**src/design/uint_to_radix_digits_unit_assert.svh**
```systemverilog
// ----------------------------------------------------------------------------
// uint_to_radix_digits_unit assertion macros
// Concurrent check macros shared by the radix converter RTL.
// ----------------------------------------------------------------------------
`ifndef UINT_TO_RADIX_DIGITS_UNIT_ASSERT_SVH
`define UINT_TO_RADIX_DIGITS_UNIT_ASSERT_SVH

`ifndef SYNTHESIS
// Same-cycle implication
`define U2R_ASSERT_IMPL(lbl, clk, rstn, ante, cons, msg) \
    lbl: assert property (@(posedge clk) disable iff (!(rstn)) (ante) |-> (cons)) \
        else $error(msg);
// Next-cycle implication
`define U2R_ASSERT_NEXT(lbl, clk, rstn, ante, cons, msg) \
    lbl: assert property (@(posedge clk) disable iff (!(rstn)) (ante) |=> (cons)) \
        else $error(msg);
`else
`define U2R_ASSERT_IMPL(lbl, clk, rstn, ante, cons, msg)
`define U2R_ASSERT_NEXT(lbl, clk, rstn, ante, cons, msg)
`endif

`endif

```
**src/design/u2r_pkg.sv**
```systemverilog
// ----------------------------------------------------------------------------
// u2r_pkg
// Shared constants, register indexes and the digit-to-ASCII mapping.
// ----------------------------------------------------------------------------
package u2r_pkg;

    // Field widths fixed by the interface
    localparam int VALUE_W    = 64;
    localparam int CHAR_W     = 7;
    localparam int DIGIT_W    = 6;
    localparam int CFG_IDX_W  = 2;
    localparam int CFG_DATA_W = 7;

    // Register indexes
    localparam logic [CFG_IDX_W-1:0] REG_RADIX      = 2'd0;
    localparam logic [CFG_IDX_W-1:0] REG_MIN_DIGITS = 2'd1;

    // Character and radix constants
    localparam logic [CHAR_W-1:0]  CHAR_ZERO     = 7'd48;
    localparam logic [CHAR_W-1:0]  CHAR_A        = 7'd65;
    localparam logic [DIGIT_W-1:0] DECIMAL_LIMIT = 6'd10;
    localparam logic [DIGIT_W-1:0] RADIX_RESET   = 6'd16;
    localparam logic [DIGIT_W-1:0] RADIX_MIN     = 6'd2;
    localparam logic [DIGIT_W-1:0] RADIX_MAX     = 6'd36;

    // Map a digit value 0..35 to '0'..'9', 'A'..'Z'
    function automatic logic [CHAR_W-1:0] digit_char(input logic [DIGIT_W-1:0] d);
        logic [CHAR_W-1:0] d_ext;
        d_ext = {1'b0, d};
        if (d < DECIMAL_LIMIT) begin
            return d_ext + CHAR_ZERO;
        end
        return d_ext - {1'b0, DECIMAL_LIMIT} + CHAR_A;
    endfunction

    // Clamp a written base into 2..36
    function automatic logic [DIGIT_W-1:0] clamp_radix(input logic [DIGIT_W-1:0] r);
        if (r < RADIX_MIN) begin
            return RADIX_MIN;
        end
        if (r > RADIX_MAX) begin
            return RADIX_MAX;
        end
        return r;
    endfunction

endpackage

```
**src/design/u2r_div.sv**
```systemverilog
// ----------------------------------------------------------------------------
// u2r_div
// Restoring divider by a small base, one quotient bit per cycle.
// ----------------------------------------------------------------------------
module u2r_div
    import u2r_pkg::*;
#(
    parameter int VALUE_BITS = 64
) (
    input  logic                  i_clk,
    input  logic                  i_rst_n,
    input  logic                  i_start,
    input  logic [VALUE_BITS-1:0] i_dividend,
    input  logic [DIGIT_W-1:0]    i_divisor,
    output logic                  o_done,
    output logic [VALUE_BITS-1:0] o_quotient,
    output logic [DIGIT_W-1:0]    o_remainder
);

    localparam int CNT_W = $clog2(VALUE_BITS);
    localparam logic [CNT_W-1:0] LAST_STEP = CNT_W'(VALUE_BITS - 1);

    logic [VALUE_BITS-1:0] r_work, n_work;
    logic [DIGIT_W-1:0]    r_rem, n_rem;
    logic [DIGIT_W-1:0]    r_divisor;
    logic [CNT_W-1:0]      r_cnt;
    logic                  r_busy;
    logic                  r_done;
    logic [DIGIT_W:0]      w_shifted;
    logic [DIGIT_W:0]      w_diff;
    logic                  w_ge;

    // One restoring step: shift in the next dividend bit, subtract if it fits
    always_comb begin
        w_shifted = {r_rem, r_work[VALUE_BITS-1]};
        w_diff    = w_shifted - {1'b0, r_divisor};
        w_ge      = (w_shifted >= {1'b0, r_divisor});
        n_rem     = w_ge ? w_diff[DIGIT_W-1:0] : w_shifted[DIGIT_W-1:0];
        n_work    = {r_work[VALUE_BITS-2:0], w_ge};
    end

    // Load on start, otherwise advance while busy
    always_ff @(posedge i_clk) begin
        if (!i_rst_n) begin
            r_busy <= 1'b0;
            r_done <= 1'b0;
            r_cnt  <= '0;
        end else if (i_start) begin
            r_busy <= 1'b1;
            r_done <= 1'b0;
            r_cnt  <= '0;
        end else if (r_busy) begin
            r_cnt  <= r_cnt + 1'b1;
            r_busy <= (r_cnt != LAST_STEP);
            r_done <= (r_cnt == LAST_STEP);
        end else begin
            r_done <= 1'b0;
        end
    end

    // Datapath registers
    always_ff @(posedge i_clk) begin
        if (i_start) begin
            r_work    <= i_dividend;
            r_rem     <= '0;
            r_divisor <= i_divisor;
        end else if (r_busy) begin
            r_work <= n_work;
            r_rem  <= n_rem;
        end
    end

    assign o_done      = r_done;
    assign o_quotient  = r_work;
    assign o_remainder = r_rem;

endmodule

```
**config.mk**
```make
export PLATFORM = sky130hd
export DESIGN_NAME = u2r_div
export DESIGN_NICKNAME = d
export VERILOG_FILES = /design/src/design/uint_to_radix_digits_unit_assert.svh /design/src/design/u2r_pkg.sv /design/src/design/u2r_div.sv
export SDC_FILE = /design/constraint.sdc
export NUM_CORES = 1
export LEC_CHECK = 0
export BUFFER_PORTS_ARGS = -buffer_cell sky130_fd_sc_hd__buf_4
export CAP_MARGIN = 20
export CORE_MARGIN = 1
export CORE_UTILIZATION = 35
export CTS_BUF_LIST = sky130_fd_sc_hd__clkbuf_4 sky130_fd_sc_hd__clkbuf_8
export DETAILED_ROUTE_END_ITERATION = 10
export HOLD_SLACK_MARGIN = 0.05
export PLACE_DENSITY = 0.6
export SYNTH_ARGS = -nofsm -noshare
export SYNTH_HDL_FRONTEND = slang
export SYNTH_SLANG_ARGS = --single-unit
```
**constraint.sdc**
```tcl
create_clock -name i_clk -period 3.6 [get_ports i_clk]
set_clock_uncertainty 0.15 [all_clocks]
set_input_delay 0.72 -clock i_clk [delete_from_list [all_inputs] [get_ports i_clk]]
set_output_delay 0.72 -clock i_clk [all_outputs]
set_load 0.01 [all_outputs]
```
-- Word level (Yosys, flattened, before mapping)
Cells that the tools add are included.
- register bits after elaboration: 84
- input port bits: 73
- output and inout port bits: 71
- add/sub/neg operators: 2
- $lt $le $gt $ge: 1
- equal/unequal tests: 2
- muxes and demuxes: 5
- bitwise operators: 2
- reductions and logical operators: 3
- operator list (cell ; number):
    $mux W64 ; 2
    $ge A7 B6 Y1 ; 1
    $add A6 B1 Y6 const B ; 1
    $eq A6 B6 Y1 const B ; 1
    $mux W6 ; 1
    $ne A6 B6 Y1 const B ; 1
    $sub A6 B6 Y6 ; 1
    $reduce_or A3 Y1 ; 1
    $mux W1 ; 2
    $not A1 Y1 ; 2
    $reduce_bool A2 Y1 ; 1
    $reduce_or A2 Y1 ; 1

-- Depth between registers and ports, before layout
Gate-level depths: netlist of the first run.
- depth after elaboration: 3
- depth in mapped cells: 8
- gate-level depth less buffers: 8

-- Worst setup path before layout of the first run
No wires, ideal clock.
- path type: input to register
- start: input port i_start
- end: register r_work[0], in the netlist o_quotient[0] (enable)
- library setup time: 424 ps
- data arrival time: 2419 ps
- setup slack: 608 ps
- cell stages on the path: 3
- path buffers: 1
- cell sequence: clkbuf_1 inv_1 nand2_1
- word-level cells in the longest chain between the ends: 1
- RTL lines (item ; line ; RTL):
    start: declaration ; u2r_div.sv:12 ; input logic i_start,
    $reduce_bool A2 Y1 (no line) ; n/a ;
    end signal: assignment ; u2r_div.sv:64 ; r_work <= i_dividend;
    end signal: assignment ; u2r_div.sv:68 ; r_work <= n_work;
    end: declaration ; u2r_div.sv:23 ; logic [VALUE_BITS-1:0] r_work, n_work;
No other way between the ends.
A chain may end at the register's enable or synchronous reset.

-- Worst setup path after layout of the first run
- start: register r_rem[3], in the netlist o_remainder[3]
- end: register r_work[0], in the netlist o_quotient[0] (data pin)
- word-level cells in the longest chain between the ends: 3
- RTL lines (item ; line ; RTL):
    start: declaration ; u2r_div.sv:24 ; logic [DIGIT_W-1:0] r_rem, n_rem;
    start signal: assignment ; u2r_div.sv:69 ; r_rem <= n_rem;
    $ge A7 B6 Y1 ; u2r_div.sv:37 ; w_ge = (w_shifted >= {1'b0, r_divisor});
    $mux W64 ; u2r_div.sv:67 ; end else if (r_busy) begin
    $mux W64 ; u2r_div.sv:63 ; if (i_start) begin
No other way between the ends. The select of a mux whose other input is x is not followed.

==> results of run 1 <==
[synth_stat cells]
| master | n |
|---|---|
| a211o_1 | 1 |
| a211oi_1 | 3 |
| a211oi_2 | 1 |
| a21o_1 | 1 |
| a21oi_1 | 7 |
| a22oi_1 | 1 |
| a41o_1 | 1 |
| and3_1 | 1 |
| buf_6 | 1 |
| clkbuf_1 | 10 |
| dfxtp_1 | 14 |
| edfxtp_1 | 70 |
| fa_1 | 1 |
| ha_1 | 8 |
| inv_1 | 11 |
| mux2_2 | 65 |
| mux2i_1 | 4 |
| nand2_1 | 6 |
| nand2b_1 | 2 |
| nand3_1 | 3 |
| nand4_1 | 2 |
| nand4b_1 | 1 |
| nor2_1 | 14 |
| nor2b_1 | 3 |
| nor3_1 | 1 |
| nor3b_1 | 1 |
| o21a_1 | 1 |
| o21ai_0 | 5 |
| o311a_2 | 1 |
| o311ai_0 | 1 |
| or3_1 | 1 |
| xnor2_1 | 2 |
| xor2_1 | 5 |
[cell families (layout without fill, tap and decap cells)]
family	Yosys count	count (layout)	synth area share (%)
AO/OA/AOI/OAI	23	23	4.17
XOR/XNOR	7	7	1.64
adder cells (fa/ha/maj)	9	9	3.20
buffers and inverters	22	173	2.40
flip-flops	84	84	63.5
multiplexers	69	69	20.6
AND/OR/NAND/NOR	35	35	4.47
[worst min-delay path by stage]
stage	cells after the start	endpoint	slack, ns	startpoint
2_1_floorplan	2	r_cnt[5]$_SDFFE_PP0P_	0.30	r_cnt[5]$_SDFFE_PP0P_
3_3_place_gp	2	r_cnt[5]$_SDFFE_PP0P_	0.32	r_cnt[5]$_SDFFE_PP0P_
3_5_place_dp	2	r_cnt[5]$_SDFFE_PP0P_	0.33	r_cnt[5]$_SDFFE_PP0P_
4_1_cts	2	r_cnt[5]$_SDFFE_PP0P_	0.34	r_cnt[5]$_SDFFE_PP0P_
5_1_grt	1	r_divisor[2]$_DFFE_PP_	0.38	i_divisor[2]
6_report	2	r_cnt[5]$_SDFFE_PP0P_	0.34	r_cnt[5]$_SDFFE_PP0P_
[power by group through the flow]
stage                     clock network, µW  logic (µW)  registers (µW)
after floorplan                           0         201            1280
after global placement                    0         462            1250
after detailed placement                  0         467            1250
after CTS                               691         468            1230
after global routing                    724         501            1240
final                                   668         461            1230
[cell type report]
cell class | instances | area, µm² | share of cell area, %
inverter | 11 | 41.3 | 0.799
sequential | 84 | 2380 | 46.1
clock inverter | 4 | 50.0 | 0.969
timing repair buffer | 146 | 1100 | 21.2
multi-input combinational | 143 | 1280 | 24.8
tap | 136 | 170 | 3.29
clock buffer | 12 | 146 | 2.83
[per-stage QoR]
stage                     instance area, µm²  cells  power [µW]
final                                   5170    536        2350
after global placement                  4970    520        1710
after CTS                               5170    536        2390
after floorplan                         3750    249        1480
after detailed placement                4970    520        1710
after global routing                    5170    536        2470
[sequential cells by signal (all words and copies together), names as in the netlist]
register     flops
r_cnt            6
o_remainder      6
r_busy           1
o_done           1
r_divisor        6
o_quotient      64
[worst register-to-register path: stages (launching register included)]
cell	delay (ns)
dfxtp_1	0.36
ha_1	0.38
a21o_1	0.18
a211o_1	0.29
a41o_1	0.35
mux2_2	0.32
[layer usage]
metal,vias to the layer above,routed length (µm)
met5,-,0
met2,83,3820
met4,0,81
met1,1219,3410
met3,7,694
li1,1225,-
==> out/summary.txt, run 1 <==
M2 GR Usage: 23.5%
Number of global-route vias before repair: 2576
Synth Instances: 249
Reg2reg path depth: 5
CTS tree: yes
Crit path from: o_remainder[3]$_SDFFE_PP0P_
Max-slew headroom: 35.1%
Met1 Track Usage GR: 17.6%
ANT nets after route: 0
CP Launch Type: flop
Yosys top cell area share: 56.1%
Core Util, Final: 49.8%
WP buf/inv: 0
Critical Path Max Stage Delay: 0.38 ns
Final setup margin: 1.34 ns
Critical path endpoint category: flop
Tcrit/Tclk final: 62.9%
PwrDens: 456 nW/µm²
Most frequent cells in the layout: 146 x buf_4, 70 x edfxtp_1, 65 x mux2_2, 14 x nor2_1, 14 x dfxtp_1
Net Sw Frac: 24.6%
Post-CTS Setup Inserts: 0
Total routed wirelength: 8.00 mm
GRT busiest layer: met2
Die width: 106 µm
H-tree depth: 3
Part of the power in registers: 52.0%
Worst skew pair latency: 0.34 ns
Top post-synthesis cells by area: edfxtp_1 56%, mux2_2 20%, dfxtp_1 7.5%
Fillers: 950
Crit path kind: flop to flop
Crit path time final: 2.26 ns
DIE HEIGHT: 106 µm
Final net count: 477
Drt first pass iters: 4
Post-route DRC: 0
Mapped Avg Cell Area: 15.1 µm²
Reg-to-reg slack, setup: 1.34 ns
Max-slew violations: 0
Slowest CP cell: ha_1
Dominant cell type by area after synthesis: edfxtp_1
Hold_ws: 0.343 ns
Leakage: 0.00215 µW
CTS root buf: clkbuf_8
Worst r2r src: o_remainder[3]$_SDFFE_PP0P_
DR vias/cell: 4.73
Wire per inst: 14.9 µm
Layout cells sized above 1: 57.5%
Clock Pin Slew Worst Setup and Hold Paths: 0.08 ns
Worst vdd ir: 224 µV
DP HPWL: 5.54 mm
Mapped Nets: 331
Clock share of power: 28.4%
Mapped Area: 3750 µm²
Total negative slack: 0 ns
IO Port Bufs: 143
CTS Hold Bufs: 0
Number of DRC markers in iteration 0: 83
Post-synthesis sequential area ratio: 63.5%
RSZ-0062 raised after global routing: false
Number of distinct library cells after synthesis: 33
Worst-path fanout max: 10
Cell family contributing the most delay on the critical path: compound AO/OA/AOI/OAI gates
Core footprint: 10400 µm²
Pre-CTS WS: 1.18 ns
IO Count: 144
Post-cts resize count: 0
Area delta synth->final: 37.8%
Outcome: finished clean
Final setup viols: 0
CP Cell Sequence: ha_1 -> a21o_1 -> a211o_1 -> a41o_1 -> mux2_2
TritonCTS Buffers: 9
Met3 Use GR: 5.75%
First-pass GRT wire length: 12.6 mm
Largest net degree at the start of global routing: 77
Gr ovfl total: 0
Comb pwr share: 19.6%
Flops & latches, synth: 84
Synth Warn #: 0
Clk sinks: 84
Ant. Diodes: 0
Cell-internal power: 1780 µW
Worst path depth: 5
Peak Freq: 442 MHz
Max-cap violations: 0
Crit path DAT: 2.21 ns
Initial antenna violation count: 0
Row count: 37
Die ar.: 11100 µm²
Crit path to: o_quotient[0]$_DFFE_PP_
Clk buf depth: 2
Final Hold Viols: 0
NetSw: 578 µW
R2R Path End: o_quotient[0]$_DFFE_PP_
Worst min path class: flop to flop
Initial core utilization: 36.2%
Critical Path RT: 3.54 ns
Most common cell after layout, fill and taps aside: buf_4
Total track usage: 14.6%
Vias: 2534
Actual slew at the worst max-slew pin: 0.973 ns
GP Congestion: 0.712
Note: power is estimated with default switching activity, not from simulation.
==> inputs of run 2 (changes only) <==
--- a/config.mk
+++ b/config.mk
@@ -5,6 +5,7 @@
 export SDC_FILE = /design/constraint.sdc
 export NUM_CORES = 1
 export LEC_CHECK = 0
+export ABC_AREA = 1
 export BUFFER_PORTS_ARGS = -buffer_cell sky130_fd_sc_hd__buf_4
 export CAP_MARGIN = 20
 export CORE_MARGIN = 1
==> constraint.sdc (replaced) <==
create_clock -name i_clk -period 2.2 [get_ports i_clk]
set_clock_uncertainty 0.15 [all_clocks]
set_input_delay 0.44 -clock i_clk [delete_from_list [all_inputs] [get_ports i_clk]]
set_output_delay 0.44 -clock i_clk [all_outputs]
set_load 0.01 [all_outputs]
==> run 2 against run 1 <==
Compared with the run above: design area increased by 4.1%; worst hold slack got worse by 0.24 ns; critical path depth increased by 5; critical path type unchanged; largest power group unchanged; critical endpoint is now o_remainder[4]$_SDFFE_PP0P_.
==> out/summary.txt, run 2 <==
Total track usage: 17.3%
Drt first pass iters: 4
Clock Pin Slew Worst Setup and Hold Paths: 0.09 ns
Number of DRC markers in iteration 0: 142
IO Count: 144
Critical Path RT: 2.31 ns
Wire per inst: 13.4 µm
Largest net degree at the start of global routing: 59
Post-CTS Setup Inserts: 0
Ys async rst share: 0%
Post-cts resize count: 0
ANT nets after route: 0
GP Congestion: 0.799
Critical path endpoint category: flop
Post-synthesis sequential area ratio: 61.2%
Max-slew violations: 0
Top-count cell post-synth: nand2_1
Peak Freq: 543 MHz
Top post-synthesis cells by area: edfxtp_1 54%, nand2_1 21%, dfxtp_1 7.2%
HP Start: i_divisor[4]
Clk sinks: 84
Max-slew headroom: 71.3%
Crit path from: o_quotient[63]$_DFFE_PP_
PwrDens: 745 nW/µm²
Worst vdd ir: 387 µV
Worst min path class: input pin to flop
Flops & latches, synth: 84
Clk buf depth: 2
Total negative slack: 0 ns
Post-DP Area: 5160 µm²
EDFF count, synth: 70
Gr ovfl total: 0
DP HPWL: 6.89 mm
Mapped Area: 3890 µm²
Design area: 5380 µm²
Ant. Diodes: 0
Top post-synthesis cells by count: 223 x nand2_1, 70 x edfxtp_1, 27 x inv_1, 15 x nand3_1, 14 x dfxtp_1
Final Hold Viols: 0
Area delta synth->final: 38.0%
Endpoint, Worst Hold: r_divisor[4]$_DFFE_PP_
Crit path kind: flop to flop
Yosys top cell area share: 54.0%
First-pass GRT wire length: 15.2 mm
Initial core utilization: 35.9%
CTS root buf: clkbuf_8
Worst-path fanout max: 3
Final setup viols: 0
Tcrit/Tclk final: 83.7%
Core Util, Final: 49.6%
Final net count: 647
Most frequent cells in the layout: 223 x nand2_1, 147 x buf_4, 70 x edfxtp_1, 25 x inv_1, 15 x nand3_1
Total routed wirelength: 9.50 mm
Outcome: finished clean
Reg-to-reg slack, setup: 0.36 ns
Mapped Avg Cell Area: 9.30 µm²
RSZ-0062 raised after global routing: false
Post-route DRC: 0
Number of distinct library cells after synthesis: 28
CP Launch Type: flop
Core footprint: 10800 µm²
Initial antenna violation count: 0
Layout cells sized above 1: 32.5%
Dominant cell type by area after synthesis: edfxtp_1
Die width: 107 µm
Max-cap violations: 0
Reg2reg path depth: 10
Number of global-route vias before repair: 3148
DIE HEIGHT: 107 µm
Synth Warn #: 0
Crit path DAT: 1.95 ns
DR vias/cell: 4.56
Row count: 38
Crit path time final: 1.84 ns
Predominant post-synthesis flop cell: edfxtp_1
CTS tree: yes
Leakage: 0.00262 µW
IO Port Bufs: 143
Worst skew pair latency: 0.37 ns
Die ar.: 11600 µm²
Synth Instances: 419
R2R Path End: o_remainder[4]$_SDFFE_PP0P_
TritonCTS Buffers: 9
Mapped Nets: 501
Most common cell after layout, fill and taps aside: nand2_1
Worst r2r src: o_quotient[63]$_DFFE_PP_
CTS Hold Bufs: 0
Vias: 3239
Max reg flops: 64
H-tree depth: 3
Actual slew at the worst max-slew pin: 0.428 ns
Hold Crit Depth: 1
==> run 2: cell types whose count changed after synthesis, moves of 9 or more <==
| cell | change |
|---|---|
| buf_2 | +13 |
| clkbuf_1 | -9 |
| inv_1 | +16 |
| mux2_2 | -65 |
| nand2_1 | +217 |
| nand3_1 | +12 |
==> run 2: where the power goes <==
part,internal (µW),switching [µW],total [µW]
Sequential,1900,92.6,2000
Combinational,374,404,778
Clock,652,577,1230
==> run 2: cell families after synthesis <==
| kind of cell | Yosys count | synth area share, % |
|---|---|---|
| AND/OR/NAND/NOR | 270 | 29.0 |
| flip-flops | 84 | 61.2 |
| buffers and inverters | 42 | 4.46 |
| AO/OA/AOI/OAI | 12 | 1.83 |
| adder cells (fa/ha/maj) | 9 | 3.08 |
| XOR/XNOR | 2 | 0.450 |
==> run 2: layer usage <==
metal  vias up  share of wire [%]  global-route usage, %
met5         -                  0                      0
met4         0                1.7                   6.95
met3        14                9.8                   7.02
met2       111                 46                   27.2
met1      1479                 43                   20.9
li1       1635                  -                      -
==> run 2: how the worst max path moves through the flow <==
| stage | end | slack, ns | cells after the start |
|---|---|---|---|
| finish | o_remainder[4]$_SDFFE_PP0P_ | 0.36 | 10 |
| detailed placement | o_remainder[4]$_SDFFE_PP0P_ | 0.36 | 10 |
| global route | o_remainder[4]$_SDFFE_PP0P_ | 0.24 | 10 |
| floorplan | o_quotient[0]$_DFFE_PP_ | 0.11 | 2 |
| CTS | o_remainder[4]$_SDFFE_PP0P_ | 0.36 | 10 |
| global placement | o_remainder[4]$_SDFFE_PP0P_ | 0.40 | 10 |
==> run 2: layout make-up <==
type	count	area, µm²
Fill cell	1061	5460
Clock inverter	6	88.8
Sequential cell	84	2380
Inverter	28	109
Tap cell	140	175
Timing Repair Buffer	149	1140
Clock buffer	10	131
Multi-Input combinational cell	293	1350
==> run 2: through the flow <==
stage,instances,hold WS (ns),setup slack [ns],power [µW]
after CTS,710,0.0904,0.357,4040
after floorplan,419,0.293,0.111,2410
after detailed placement,694,0.329,0.357,2820
after global routing,710,0.0774,0.236,4200
after global placement,694,0.308,0.398,2810
final,710,0.103,0.359,4010
==> run 2: worst max-delay path, cell delays in order (launching register included) <==
cell      delay (ns)
edfxtp_1        0.36
inv_1           0.08
ha_1            0.21
fa_1            0.39
nand3b_1        0.20
nand3_1         0.09
nand2_1         0.05
nand2_1         0.05
nand2_1         0.05
nand3_1         0.07
nand2_1         0.05
