`config.mk`:
```
export PLATFORM = sky130hd
export DESIGN_NAME = u2r_ram
export DESIGN_NICKNAME = d
export VERILOG_FILES = /design/src/design/uint_to_radix_digits_unit_assert.svh /design/src/design/u2r_ram.sv
export SDC_FILE = /design/constraint.sdc
export NUM_CORES = 1
export LEC_CHECK = 0
export BUFFER_PORTS_ARGS = -buffer_cell sky130_fd_sc_hd__buf_2
export CAP_MARGIN = 5
export CORE_ASPECT_RATIO = 1.1
export CORE_UTILIZATION = 36
export DETAILED_ROUTE_END_ITERATION = 7
export SYNTH_ARGS = -nofsm -noshare
export SYNTH_HDL_FRONTEND = slang
export SYNTH_SLANG_ARGS = --single-unit
```
`constraint.sdc`:
```
create_clock -name i_clk -period 4.7 [get_ports i_clk]
set_clock_uncertainty 0.15 [all_clocks]
set_input_delay 0.235 -clock i_clk [delete_from_list [all_inputs] [get_ports i_clk]]
set_output_delay 0.235 -clock i_clk [all_outputs]
set_load 0.02 [all_outputs]
```
`src/design/uint_to_radix_digits_unit_assert.svh`:
```
// ----------------------------------------------------------------------------
// uint_to_radix_digits_unit assertion macros
// Concurrent check macros shared by the radix converter RTL.
// ----------------------------------------------------------------------------
`ifndef UINT_TO_RADIX_DIGITS_UNIT_ASSERT_SVH
`define UINT_TO_RADIX_DIGITS_UNIT_ASSERT_SVH

`ifndef SYNTHESIS
// Same-cycle implication
`define U2R_ASSERT_IMPL(lbl, clk, rstn, ante, cons, msg) \
    lbl: assert property (@(posedge clk) disable iff (!(rstn)) (ante) |-> (cons)) \
        else $error(msg);
// Next-cycle implication
`define U2R_ASSERT_NEXT(lbl, clk, rstn, ante, cons, msg) \
    lbl: assert property (@(posedge clk) disable iff (!(rstn)) (ante) |=> (cons)) \
        else $error(msg);
`else
`define U2R_ASSERT_IMPL(lbl, clk, rstn, ante, cons, msg)
`define U2R_ASSERT_NEXT(lbl, clk, rstn, ante, cons, msg)
`endif

`endif

```
`src/design/u2r_ram.sv`:
```
// ----------------------------------------------------------------------------
// u2r_ram
// Generic single-write, single-read RAM with registered read data.
// ----------------------------------------------------------------------------
module u2r_ram #(
    parameter int WIDTH = 6,
    parameter int DEPTH = 64
) (
    input  logic                     i_clk,
    input  logic                     i_we,
    input  logic [$clog2(DEPTH)-1:0] i_waddr,
    input  logic [WIDTH-1:0]         i_wdata,
    input  logic                     i_re,
    input  logic [$clog2(DEPTH)-1:0] i_raddr,
    output logic [WIDTH-1:0]         o_rdata
);

    logic [WIDTH-1:0] r_mem [DEPTH];
    logic [WIDTH-1:0] r_rdata;

    // Write port and registered read port; read data holds between reads
    always_ff @(posedge i_clk) begin
        if (i_we) begin
            r_mem[i_waddr] <= i_wdata;
        end
        if (i_re) begin
            r_rdata <= r_mem[i_raddr];
        end
    end

    assign o_rdata = r_rdata;

endmodule

```
Word level (Yosys, flattened, before mapping). Memory sizes are Yosys's and may differ from the RTL's. A register that Yosys moved wholly into a read port is not among the register bits. Index checks and enable logic that the tools add are counted.

Flip-flop bits (word level): 0. RAM bits: 384. Output and inout bits: 6. Logic and storage cells: 3. Memories: 1.

Muxes and demuxes: 2.

Memory list: r_mem (words 64, bits a word 6, read ports 1, clocked after memory_dff 1, wr ports 1, RTL line u2r_ram.sv:18) `logic [WIDTH-1:0] r_mem [DEPTH];`.

Operator list (count): two-way mux 1 bit (2).

Logic depth before layout (Yosys ltp). Gate-level depths: netlist (run 1).

Depth in word-level cells: 2. Mapped depth: 7. Mapped depth without buffers: 5.

Least setup slack after synthesis (run 1). No wires, ideal clock.

Kind: input to register. From: input port i_raddr[0]. To: register r_rdata[0], in the netlist o_rdata[0] (read register of r_mem) (data pin). Setup time: 0.257 ns. Arrival time: 1.664 ns. Path slack: 2.630 ns. Cell stages on the path: 7. Buffers on the path: 3. Cell sequence: buf_6 -> buf_6 -> buf_4 -> mux4_2 -> o22ai_1 -> o21ai_1 -> a32o_1.

RTL lines: from (decl) (RTL line u2r_ram.sv:14) `input logic [$clog2(DEPTH)-1:0] i_raddr,`; to (decl) (RTL line u2r_ram.sv:19) `logic [WIDTH-1:0] r_rdata;`.

==> run summary, run 1 <==
================================================================================
Switching power as a share of total power .........................        0.209
DRC violations left ...............................................            0
Antenna violations before repair ..................................            5
Most area-hungry cell type in the Yosys netlist ................... sky130_fd_sc_hd__edfxtp_1
Largest net degree at the start of global routing .................           65
Max capacitance violation total ...................................            0
Share of synthesized flip-flops with an asynchronous set or reset .            0
Number of nets in the layout ......................................          780
Syn_nets ..........................................................          741
Data arrival time of the critical path ............................      2.56 ns
Final weighted congestion in routability-driven placement .........        0.802
Kind of critical path .............................................    in -> reg
Grt ovf ...........................................................            0
Initial DRC count .................................................          672
Area of all placed cells without fillers ..........................    17200 um2
Global-route wire length before repair ............................      49.8 mm
Nature of the critical path endpoint ..............................     register
Slew at the pin with the worst max-slew slack .....................      1.24 ns
Leak Pwr ..........................................................   0.00524 uW
Iteration count of the initial detailed-routing pass ..............            5
Post-synthesis average cell area ..................................     21.2 um2
Leading cell types in the layout, fill and taps excluded .......... 390 x sky130_fd_sc_hd__edfxtp_1, 87 x sky130_fd_sc_hd__mux4_2, 67 x sky130_fd_sc_hd__nor2_1, 41 x sky130_fd_sc_hd__clkbuf_16, 24 x sky130_fd_sc_hd__buf_2
CTS clk-pin slew, worst paths .....................................      0.06 ns
Initial core utilization ..........................................        0.368
Proportion of power drawn by combinational gates ..................        0.049
Clock buffer depth ................................................            3
RSZ-0062 raised after global routing ..............................           no
Compound-cell area share of the yosys netlist .....................       0.0259
Switching Power ...................................................      1500 uW
Worst-case setup slack after placement ............................      1.69 ns
Type of the tightest min-delay check ..............................    in -> reg
Routed wire per std cell ..........................................      24.6 um
Relative area change from synthesis to final layout ...............        12.4%
Largest cells by area after synthesis ............................. sky130_fd_sc_hd__edfxtp_1 77%, sky130_fd_sc_hd__mux4_2 13%, sky130_fd_sc_hd__nor2_1 1.6%
Placeable core area ...............................................    41600 um2
Required time at the endpoint of the critical path ................      4.82 ns
Count of flip-flops with a built-in enable after synthesis ........          390
Post-CTS Resized ..................................................            0
Total count of hold-check failures in the final report ............            0
Largest family of logic cells by synthesized area ................. multiplexers
Share of synthesized cell area in and, or, nand and nor gates .....       0.0366
Setup total negative slack ........................................         0 ns
Power per Cell Area ...............................................   419 nW/um2
XOR/XNOR Fraction of Synth Area ...................................            0
Commonest non-fill, non-tap cell in the layout .................... sky130_fd_sc_hd__edfxtp_1
Share of post-route cells with drive strength above 1 .............        0.241
Status ............................................................    completed
Post-Synth Adder-Cell Area ........................................            0
Die area ..........................................................    43300 um2
GR Util All Layers ................................................        0.159
Share of total power in the clock network .........................        0.414
CP startpoint kind ................................................   input port
Power after layout ................................................      7190 uW
CTS H-Tree Depth ..................................................            2
Slew margin rel. ..................................................        0.171
Netlist cell types ................................................           36
Min Clock Period, post-route ......................................      2.44 ns
Final Max Slew Viols ..............................................            0
Internal Power ....................................................      5690 uW
Synthesis Warnings ................................................            0
Via total after detailed routing ..................................         7175
Finish-stage setup viols ..........................................            0
Biggest fanout along the worst timing path ........................           55
Gate count of the mapped netlist ..................................          720
Count of buffers inserted at the top-level ports ..................           26
Main synth FF type ................................................ sky130_fd_sc_hd__edfxtp_1
Antenna violation net count after detailed routing ................            0
#FFs+latches synth ................................................          390
CTS Buf Count .....................................................           41
Post-DP Area ......................................................    15900 um2
Clock latency on the worst-skew pair ..............................      0.52 ns
Maximum vdd drop ..................................................       204 uV
Total standard cell area after synthesis ..........................    15300 um2
Via count of the first global-routing pass ........................         7569
Overall die width .................................................       198 um
Final setup margin ................................................      2.26 ns
Synth top area share ..............................................        0.766
Fraction of the yosys area taken by sequential cells ..............        0.766
Placed wire-length estimate after detailed placement ..............      19.8 mm
DR vias/cell ......................................................         5.31
Vert. Die Dim .....................................................       218 um
Number of I/O pins ................................................           27
Aggregate routed wire length ......................................      33.2 mm
CTS tree ..........................................................        built
Count of buffers added by post-CTS timing repair for setup ........            0
Fraction of synthesized area in multiplexers ......................        0.155
Placed insts ......................................................         1275
Clock tree root driver cell ....................................... sky130_fd_sc_hd__clkbuf_16
Clock Sink Count ..................................................          390
Non-filler instance count after layout ............................         1350
Part of the power in registers ....................................        0.538
Fraction of the cycle the final worst path needs ..................        0.520
Placement row count ...............................................           78
Max frequency .....................................................      409 MHz
Number of hold buffers added after CTS ............................            1
================================================================================
## registers in the layout, summed over array words and instances, names as in the netlist
| register | count |
|---|---|
| r_mem | 384 |
| o_rdata | 6 |
## routing by layer
metal / vias to the layer above / part of all wire / GRT usage / routed length, um
met2: 235 / 0.48 / 0.253 / 15900
met4: 4 / 0.026 / 0.0469 / 864
met3: 62 / 0.065 / 0.0287 / 2170
met1: 3782 / 0.43 / 0.225 / 14200
li1: 3092 / - / - / -
met5: - / 0.00087 / 0 / 29
## power by group through the flow
| stage | logic [uW] | registers [uW] | clock network (uW) |
|---|---|---|---|
| 2_1_floorplan | 208 | 3940 | 0 |
| 3_3_place_gp | 353 | 3940 | 0 |
| 3_5_place_dp | 356 | 3940 | 0 |
| 4_1_cts | 358 | 3870 | 3030 |
| 5_1_grt | 375 | 3870 | 3170 |
| 6_report | 350 | 3870 | 2980 |
## final timing paths
check	from	endpoint	slack [ns]	depth (start not counted)
worst min register to register	r_mem[38][2]$_DFFE_PP_	o_rdata[2]$_DFFE_PP_	0.73	4
worst max-delay path	i_raddr[0]	o_rdata[3]$_DFFE_PP_	2.26	7
worst max register to register	r_mem[49][3]$_DFFE_PP_	o_rdata[3]$_DFFE_PP_	2.58	5
worst min-delay path	i_raddr[5]	o_rdata[4]$_DFFE_PP_	0.11	2
## kinds of logic (layout without fill, tap and decap cells)
| group | Yosys count | count (layout) |
|---|---|---|
| AO/OA/AOI/OAI | 54 | 54 |
| buffers and inverters | 39 | 107 |
| AND/OR/NAND/NOR | 120 | 120 |
| flip-flops | 390 | 390 |
| other | 0 | 2 |
| multiplexers | 117 | 117 |
## cell type report
class	count	area (um2)
Antenna cell	2	5.00
Multi-Input combinational cell	291	3320
Sequential cell	390	11700
Fill cell	3695	24400
Tap cell	560	701
Timing Repair Buffer	35	221
Clock buffer	48	1050
Clock inverter	24	164
## worst max-delay path: stages
cell and delay (ns):
sky130_fd_sc_hd__buf_6 0.44, sky130_fd_sc_hd__buf_12 0.46, sky130_fd_sc_hd__mux4_2 0.58, sky130_fd_sc_hd__o22a_1 0.22, sky130_fd_sc_hd__o221ai_1 0.16, sky130_fd_sc_hd__nor3_1 0.14
sky130_fd_sc_hd__o22a_1 0.23
## synthesized netlist by cell type, drive strengths merged (8+ instances only)
cell	n
edfxtp	390
mux4	93
nor2	67
buf	23
clkbuf	16
mux2i	15
o22ai	12
nand3	11
mux2	9
o221ai	9
nand2	8
nor2b	8
## per-stage QoR
stage          hold WS (ns)  utilization
2_1_floorplan         0.184            -
3_3_place_gp          0.449        0.384
3_5_place_dp          0.447        0.384
4_1_cts              0.0929        0.413
5_1_grt               0.134        0.413
6_report              0.110        0.413
(Power assumes the default switching activity.)
==> run 2, diff against run 1 <==
- ABC_AREA: default -> 1
- clock period: 4.7 -> 2.3 ns (I/O delays scaled with it)
==> run 2 against run 1 <==
Final area up 7.7%. Non-clock buffer count up 78. First-iteration DRC count rose by 62%. Area after synthesis grew 4.6%. Total power is 110% higher. Die area up 4.6%. Wire length grew 22%. Setup slack got worse by 2.0 ns. Count of clock-buffer cells in the layout grew 6. Clock power grew 100%. Largest cell class unchanged. Largest power group unchanged.
==> run summary, run 2 <==
================================================================================
Min Clock Period, post-route ......................................      2.04 ns
Worst r2r path cells ..............................................            9
R2r endpoint ...................................................... o_rdata[3]$_DFFE_PP_
Iteration count of the initial detailed-routing pass ..............            5
Die area ..........................................................    45300 um2
Count of buffers inserted at the top-level ports ..................           26
Total standard cell area after synthesis ..........................    16000 um2
Post-Synth Adder-Cell Area ........................................            0
Largest net degree at the start of global routing .................          112
Via count of the first global-routing pass ........................        10454
Post-synthesis average cell area ..................................     11.6 um2
Syn_nets ..........................................................         1397
Share of synthesized flip-flops with an asynchronous set or reset .            0
Share of synthesized cell area in and, or, nand and nor gates .....        0.237
Overall die width .................................................       203 um
Status ............................................................    completed
Kind of critical path .............................................   reg -> reg
Final weighted congestion in routability-driven placement .........        0.831
Finish-stage setup viols ..........................................            0
Leak Pwr ..........................................................   0.00667 uW
Netlist cell types ................................................           13
Power per Cell Area ...............................................   810 nW/um2
Vert. Die Dim .....................................................       223 um
Slew margin rel. ..................................................        0.479
Placement row count ...............................................           80
Total count of hold-check failures in the final report ............            0
Most area-hungry cell type in the Yosys netlist ................... sky130_fd_sc_hd__edfxtp_1
DR vias/cell ......................................................         5.17
Global-route wire length before repair ............................      62.9 mm
Data arrival time of the critical path ............................      2.18 ns
Dominant cell by count in the synthesized netlist ................. sky130_fd_sc_hd__nand2_1
Antenna violation net count after detailed routing ................            0
Clock latency on the worst-skew pair ..............................      0.54 ns
Largest register FFs ..............................................          384
Clock buffer depth ................................................            3
RSZ-0062 raised after global routing ..............................           no
Type of the tightest min-delay check ..............................    in -> reg
Count of flip-flops with a built-in enable after synthesis ........          390
GR Util All Layers ................................................        0.182
Largest family of logic cells by synthesized area ................. simple AND/OR/NAND/NOR gates
CTS tree ..........................................................        built
Maximum vdd drop ..................................................       470 uV
Area of all placed cells without fillers ..........................    18500 um2
Register with the most flip-flops .................................        r_mem
Main synth FF type ................................................ sky130_fd_sc_hd__edfxtp_1
CTS Buf Count .....................................................           40
Start point of the worst min-delay path ...........................   i_raddr[4]
Number of I/O pins ................................................           27
Largest cells by area after synthesis ............................. sky130_fd_sc_hd__edfxtp_1 73%, sky130_fd_sc_hd__nand2_1 11%, sky130_fd_sc_hd__nand3_1 10%
Grt ovf ...........................................................            0
XOR/XNOR Fraction of Synth Area ...................................            0
Top cells by count, synth ......................................... 486 x sky130_fd_sc_hd__nand2_1, 390 x sky130_fd_sc_hd__edfxtp_1, 331 x sky130_fd_sc_hd__nand3_1
CTS H-Tree Depth ..................................................            2
Max capacitance violation total ...................................            0
Synth top area share ..............................................        0.732
Placed wire-length estimate after detailed placement ..............      23.9 mm
Nature of the critical path endpoint ..............................     register
#FFs+latches synth ................................................          390
Initial core utilization ..........................................        0.366
Antenna violations before repair ..................................            2
Clock tree root driver cell ....................................... sky130_fd_sc_hd__clkbuf_16
R2r startpoint .................................................... r_mem[59][3]$_DFFE_PP_
Post-CTS Resized ..................................................            0
Gate count of the mapped netlist ..................................         1376
Synthesis Warnings ................................................            0
End point of the worst hold path .................................. o_rdata[2]$_DFFE_PP_
Number of nets in the layout ......................................         1468
Number of hold buffers added after CTS ............................           13
Via total after detailed routing ..................................        10612
Slew at the pin with the worst max-slew slack .....................     0.780 ns
Fraction of synthesized area in multiplexers ......................            0
CTS clk-pin slew, worst paths .....................................      0.06 ns
Final Max Slew Viols ..............................................            0
Count of buffers added by post-CTS timing repair for setup ........            0
Clock Sink Count ..................................................          390
Hold depth ........................................................            4
Commonest non-fill, non-tap cell in the layout .................... sky130_fd_sc_hd__nand2_1
Fraction of the cycle the final worst path needs ..................        0.885
Max frequency .....................................................      491 MHz
Aggregate routed wire length ......................................      40.5 mm
Compound-cell area share of the yosys netlist .....................            0
Leading cell types in the layout, fill and taps excluded .......... 486 x sky130_fd_sc_hd__nand2_1, 390 x sky130_fd_sc_hd__edfxtp_1, 331 x sky130_fd_sc_hd__nand3_1, 61 x sky130_fd_sc_hd__buf_4, 56 x sky130_fd_sc_hd__nor2_1
DRC violations left ...............................................            0
Fraction of the yosys area taken by sequential cells ..............        0.732
Worst reg2reg setup slack .........................................      0.26 ns
CP startpoint kind ................................................     register
Required time at the endpoint of the critical path ................      2.44 ns
Initial DRC count .................................................         1091
Biggest fanout along the worst timing path ........................            1
Routed wire per std cell ..........................................      19.7 um
Share of post-route cells with drive strength above 1 .............        0.103
Relative area change from synthesis to final layout ...............        15.7%
Critical Path Source .............................................. r_mem[59][3]$_DFFE_PP_
Fin util ..........................................................        0.424
Placeable core area ...............................................    43600 um2
Post-DP Area ......................................................    17100 um2
================================================================================
[run 2: metal layers]
| layer | global-route usage | wire length [um] | vias up |
|---|---|---|---|
| met5 | 0 | 14 | - |
| met4 | 0.0454 | 765 | 2 |
| met1 | 0.249 | 17500 | 5189 |
| met2 | 0.303 | 19600 | 377 |
| li1 | - | - | 4985 |
| met3 | 0.0276 | 2620 | 59 |
[run 2: cell families (layout without fill, tap and decap cells)]
kind of cell / after synthesis / in the layout
buf+inv: 96 / 199
flops: 390 / 390
other cells: 0 / 1
simple gates: 890 / 890
[run 2: area by class of cell]
| cell class | count | area (um2) |
|---|---|---|
| timing repair buffer | 113 | 1000 |
| clock buffer | 54 | 1070 |
| tap | 574 | 718 |
| inverter | 12 | 47.5 |
| antenna | 1 | 2.50 |
| clock inverter | 20 | 150 |
| multi-input combinational | 890 | 3800 |
| sequential | 390 | 11700 |
| fill | 4109 | 25100 |
[run 2: critical path: stages (launching register included)]
cell and delay (ns):
sky130_fd_sc_hd__edfxtp_1 0.37, sky130_fd_sc_hd__nand2_1 0.09, sky130_fd_sc_hd__nand3_1 0.09, sky130_fd_sc_hd__nand3_1 0.15, sky130_fd_sc_hd__nand2_1 0.09, sky130_fd_sc_hd__nand2_1 0.06
sky130_fd_sc_hd__nand3_1 0.11, sky130_fd_sc_hd__nand3_1 0.10, sky130_fd_sc_hd__dlygate4sd3_1 0.55, sky130_fd_sc_hd__nand2_1 0.05
[run 2: how the worst max path moves through the flow]
stage                                        end  slack (ns)  depth (start not counted)
after floorplan           r_mem[48][0]$_DFFE_PP_        0.47                          3
after global placement    r_mem[26][1]$_DFFE_PP_        0.05                          4
after detailed placement  r_mem[33][2]$_DFFE_PP_       -0.03                          4
after CTS                   o_rdata[3]$_DFFE_PP_        0.28                          9
after global routing        o_rdata[3]$_DFFE_PP_        0.15                          9
final                       o_rdata[3]$_DFFE_PP_        0.26                          9
[run 2: through the flow]
step | setup WS (ns) | std cells | hold slack, ns | total power, uW | setup TNS [ns]
global route | 0.151 | 2054 | 0.0199 | 15500 | 0
global placement | 0.0486 | 1966 | 0.314 | 9000 | 0
detailed placement | -0.0260 | 1966 | 0.310 | 9010 | -0.247
CTS | 0.284 | 2053 | 0.000874 | 15100 | 0
floorplan | 0.466 | 1376 | 0.0639 | 8580 | 0
finish | 0.265 | 2054 | 0.0198 | 15000 | 0
[run 2: where the power goes]
part / switching (uW) / internal, uW
Combinational: 702 / 275
Clock: 2590 / 3510
Sequential: 18.6 / 7880
Total: 3310 / 11700
==> run 3, diff against run 2 <==
- CORE_ASPECT_RATIO: 1.1 -> 1.25
- clock period: 2.3 -> 2.6 ns (I/O delays scaled with it)
==> run 3 against run 2 <==
Sequential cell count unchanged. Count of clock-buffer cells in the layout decreased by 1. Final cell count decreased by 0.39%. Critical path depth increased by 2. Setup slack improved by 0.64 ns. Critical path type is now in -> reg.
==> run summary, run 3 (same netlist as run 2, synthesis figures left out) <==
=========================================================================
Status .....................................................    completed
Antenna violation net count after detailed routing .........            0
Clock tree root driver cell ................................ sky130_fd_sc_hd__clkbuf_16
Top cell family by delay on the critical path .............. buffers and inverters
Total count of hold-check failures in the final report .....            0
Finish-stage setup viols ...................................            0
Largest net degree at the start of global routing ..........           97
Worst-case setup slack after placement .....................     0.379 ns
Share of post-route cells with drive strength above 1 ......        0.113
Largest register FFs .......................................          384
Vert. Die Dim ..............................................       238 um
Count of buffers inserted at the top-level ports ...........           26
Type of the tightest min-delay check .......................    in -> reg
Biggest fanout along the worst timing path .................           96
Iteration count of the initial detailed-routing pass .......            5
Placement row count ........................................           85
Global-route wire length before repair .....................      62.2 mm
Clock latency on the worst-skew pair .......................      0.54 ns
Min Clock Period, post-route ...............................      1.69 ns
Leading cell types in the layout, fill and taps excluded ... 486 x sky130_fd_sc_hd__nand2_1, 390 x sky130_fd_sc_hd__edfxtp_1, 331 x sky130_fd_sc_hd__nand3_1, 80 x sky130_fd_sc_hd__buf_4, 56 x sky130_fd_sc_hd__nor2_1
Register with the most flip-flops ..........................        r_mem
Routed wire per std cell ...................................      19.9 um
Crit-path cells ............................................ buf_6, inv_6, buf_12, nand2_1, nand3_1, nand3_1, nand2_1, nand2_1, nand3_1, nand3_1, nand2_1
Slew margin rel. ...........................................        0.471
Final weighted congestion in routability-driven placement ..        0.860
Relative area change from synthesis to final layout ........        15.4%
Data arrival time of the critical path .....................      1.95 ns
CTS Buf Count ..............................................           39
Initial DRC count ..........................................          976
Via total after detailed routing ...........................        10559
Fin util ...................................................        0.425
Slowest library cell on the worst path ..................... sky130_fd_sc_hd__buf_12
Die area ...................................................    45300 um2
CTS clk-pin slew, worst paths ..............................      0.06 ns
Nature of the critical path endpoint .......................     register
Setup total negative slack .................................         0 ns
Placed wire-length estimate after detailed placement .......      24.9 mm
RSZ-0062 raised after global routing .......................           no
Maximum cell stage delay along the critical path ...........      0.43 ns
Clock Sink Count ...........................................          390
CTS H-Tree Depth ...........................................            2
DRC violations left ........................................            0
Commonest non-fill, non-tap cell in the layout ............. sky130_fd_sc_hd__nand2_1
Required time at the endpoint of the critical path .........      2.86 ns
Number of nets in the layout ...............................         1474
Number of diodes added for antenna fixing ..................            0
Aggregate routed wire length ...............................      40.8 mm
CP startpoint kind .........................................   input port
CTS tree ...................................................        built
Count of buffers added by post-CTS timing repair for setup .            0
Fraction of the cycle the final worst path needs ...........        0.651
Power per Cell Area ........................................   721 nW/um2
Final Max Slew Viols .......................................            0
Sum of buffers and inverters on the critical path ..........            3
Antenna violations before repair ...........................            1
Kind of critical path ......................................    in -> reg
Maximum vdd drop ...........................................       428 uV
Final setup margin .........................................     0.907 ns
Number of I/O pins .........................................           27
Max capacitance violation total ............................            0
Worst reg2reg setup slack ..................................      0.93 ns
Max frequency ..............................................      591 MHz
Grt ovf ....................................................            0
Clock buffer depth .........................................            3
Leak Pwr ...................................................   0.00670 uW
Slew at the pin with the worst max-slew slack ..............     0.794 ns
Placeable core area ........................................    43400 um2
Via count of the first global-routing pass .................        10520
Overall die width ..........................................       191 um
GR Util All Layers .........................................        0.183
Initial core utilization ...................................        0.369
DR vias/cell ...............................................         5.16
=========================================================================
[run 3: changes by cell type in the layout (fill, tap and decap cells not counted), moves of 5 or more]
cell	before	now
sky130_fd_sc_hd__buf_12	14	8
sky130_fd_sc_hd__buf_4	61	80
sky130_fd_sc_hd__clkinv_1	10	5
sky130_fd_sc_hd__dlygate4sd3_1	13	7
[run 3: stage by stage]
stage	cell area, um2	hold slack [ns]	instances	power, uW
detailed placement	17200	0.352	1970	7970
CTS	18500	0.00574	2046	13400
finish	18500	0.0318	2046	13300
global route	18500	0.0403	2046	13700
global placement	17200	0.345	1970	7960
floorplan	16000	0.0789	1376	7590
[run 3: per-layer routing]
metal | up-vias | part of all wire | GRT usage
met5 | - | 0.00029 | 0
met4 | 2 | 0.036 | 0.0768
met3 | 87 | 0.058 | 0.0282
met2 | 349 | 0.50 | 0.313
met1 | 5136 | 0.40 | 0.229
li1 | 4985 | - | -
[run 3: final cells by class]
| cell class | count | area [um2] |
|---|---|---|
| fillers | 4030 | 24900 |
| flip-flops and latches | 390 | 11700 |
| multi-input cells | 890 | 3800 |
| clock buffers | 53 | 1070 |
| repair buffers | 120 | 962 |
| well taps | 565 | 707 |
| clock inverters | 16 | 159 |
| inverters | 12 | 50.0 |
[run 3: worst paths after layout]
kind,endpoint,cells after the start,start
setup / recovery,o_rdata[3]$_DFFE_PP_,11,i_raddr[0]
hold / removal,r_mem[48][3]$_DFFE_PP_,3,i_waddr[2]
setup reg to reg,o_rdata[5]$_DFFE_PP_,8,r_mem[55][5]$_DFFE_PP_
hold reg to reg,o_rdata[1]$_DFFE_PP_,8,r_mem[46][1]$_DFFE_PP_
[run 3: power breakdown]
part	total (uW)	internal [uW]	switching (uW)
Clock	5470	3190	2280
Combinational	841	223	618
Sequential	6990	6970	20.0
[run 3: worst register-to-register path, cell delays in order, from the launching register on]
cell                       delay (ns)
sky130_fd_sc_hd__edfxtp_1        0.38
sky130_fd_sc_hd__nand2_1         0.09
sky130_fd_sc_hd__nand3_1         0.08
sky130_fd_sc_hd__nand3_1         0.12
sky130_fd_sc_hd__nand2_1         0.11
sky130_fd_sc_hd__nand2_1         0.07
sky130_fd_sc_hd__nand3_1         0.17
sky130_fd_sc_hd__nand3_1         0.19
sky130_fd_sc_hd__nand2_1         0.06
[run 3: what timing repair did]
| action | CTS | global route |
|---|---|---|
| resized for setup | 0 | 0 |
| setup endpoints to repair | 0 | 0 |
| hold buffers | 7 | 0 |
| endpoints found under the hold margin | 103 | 0 |
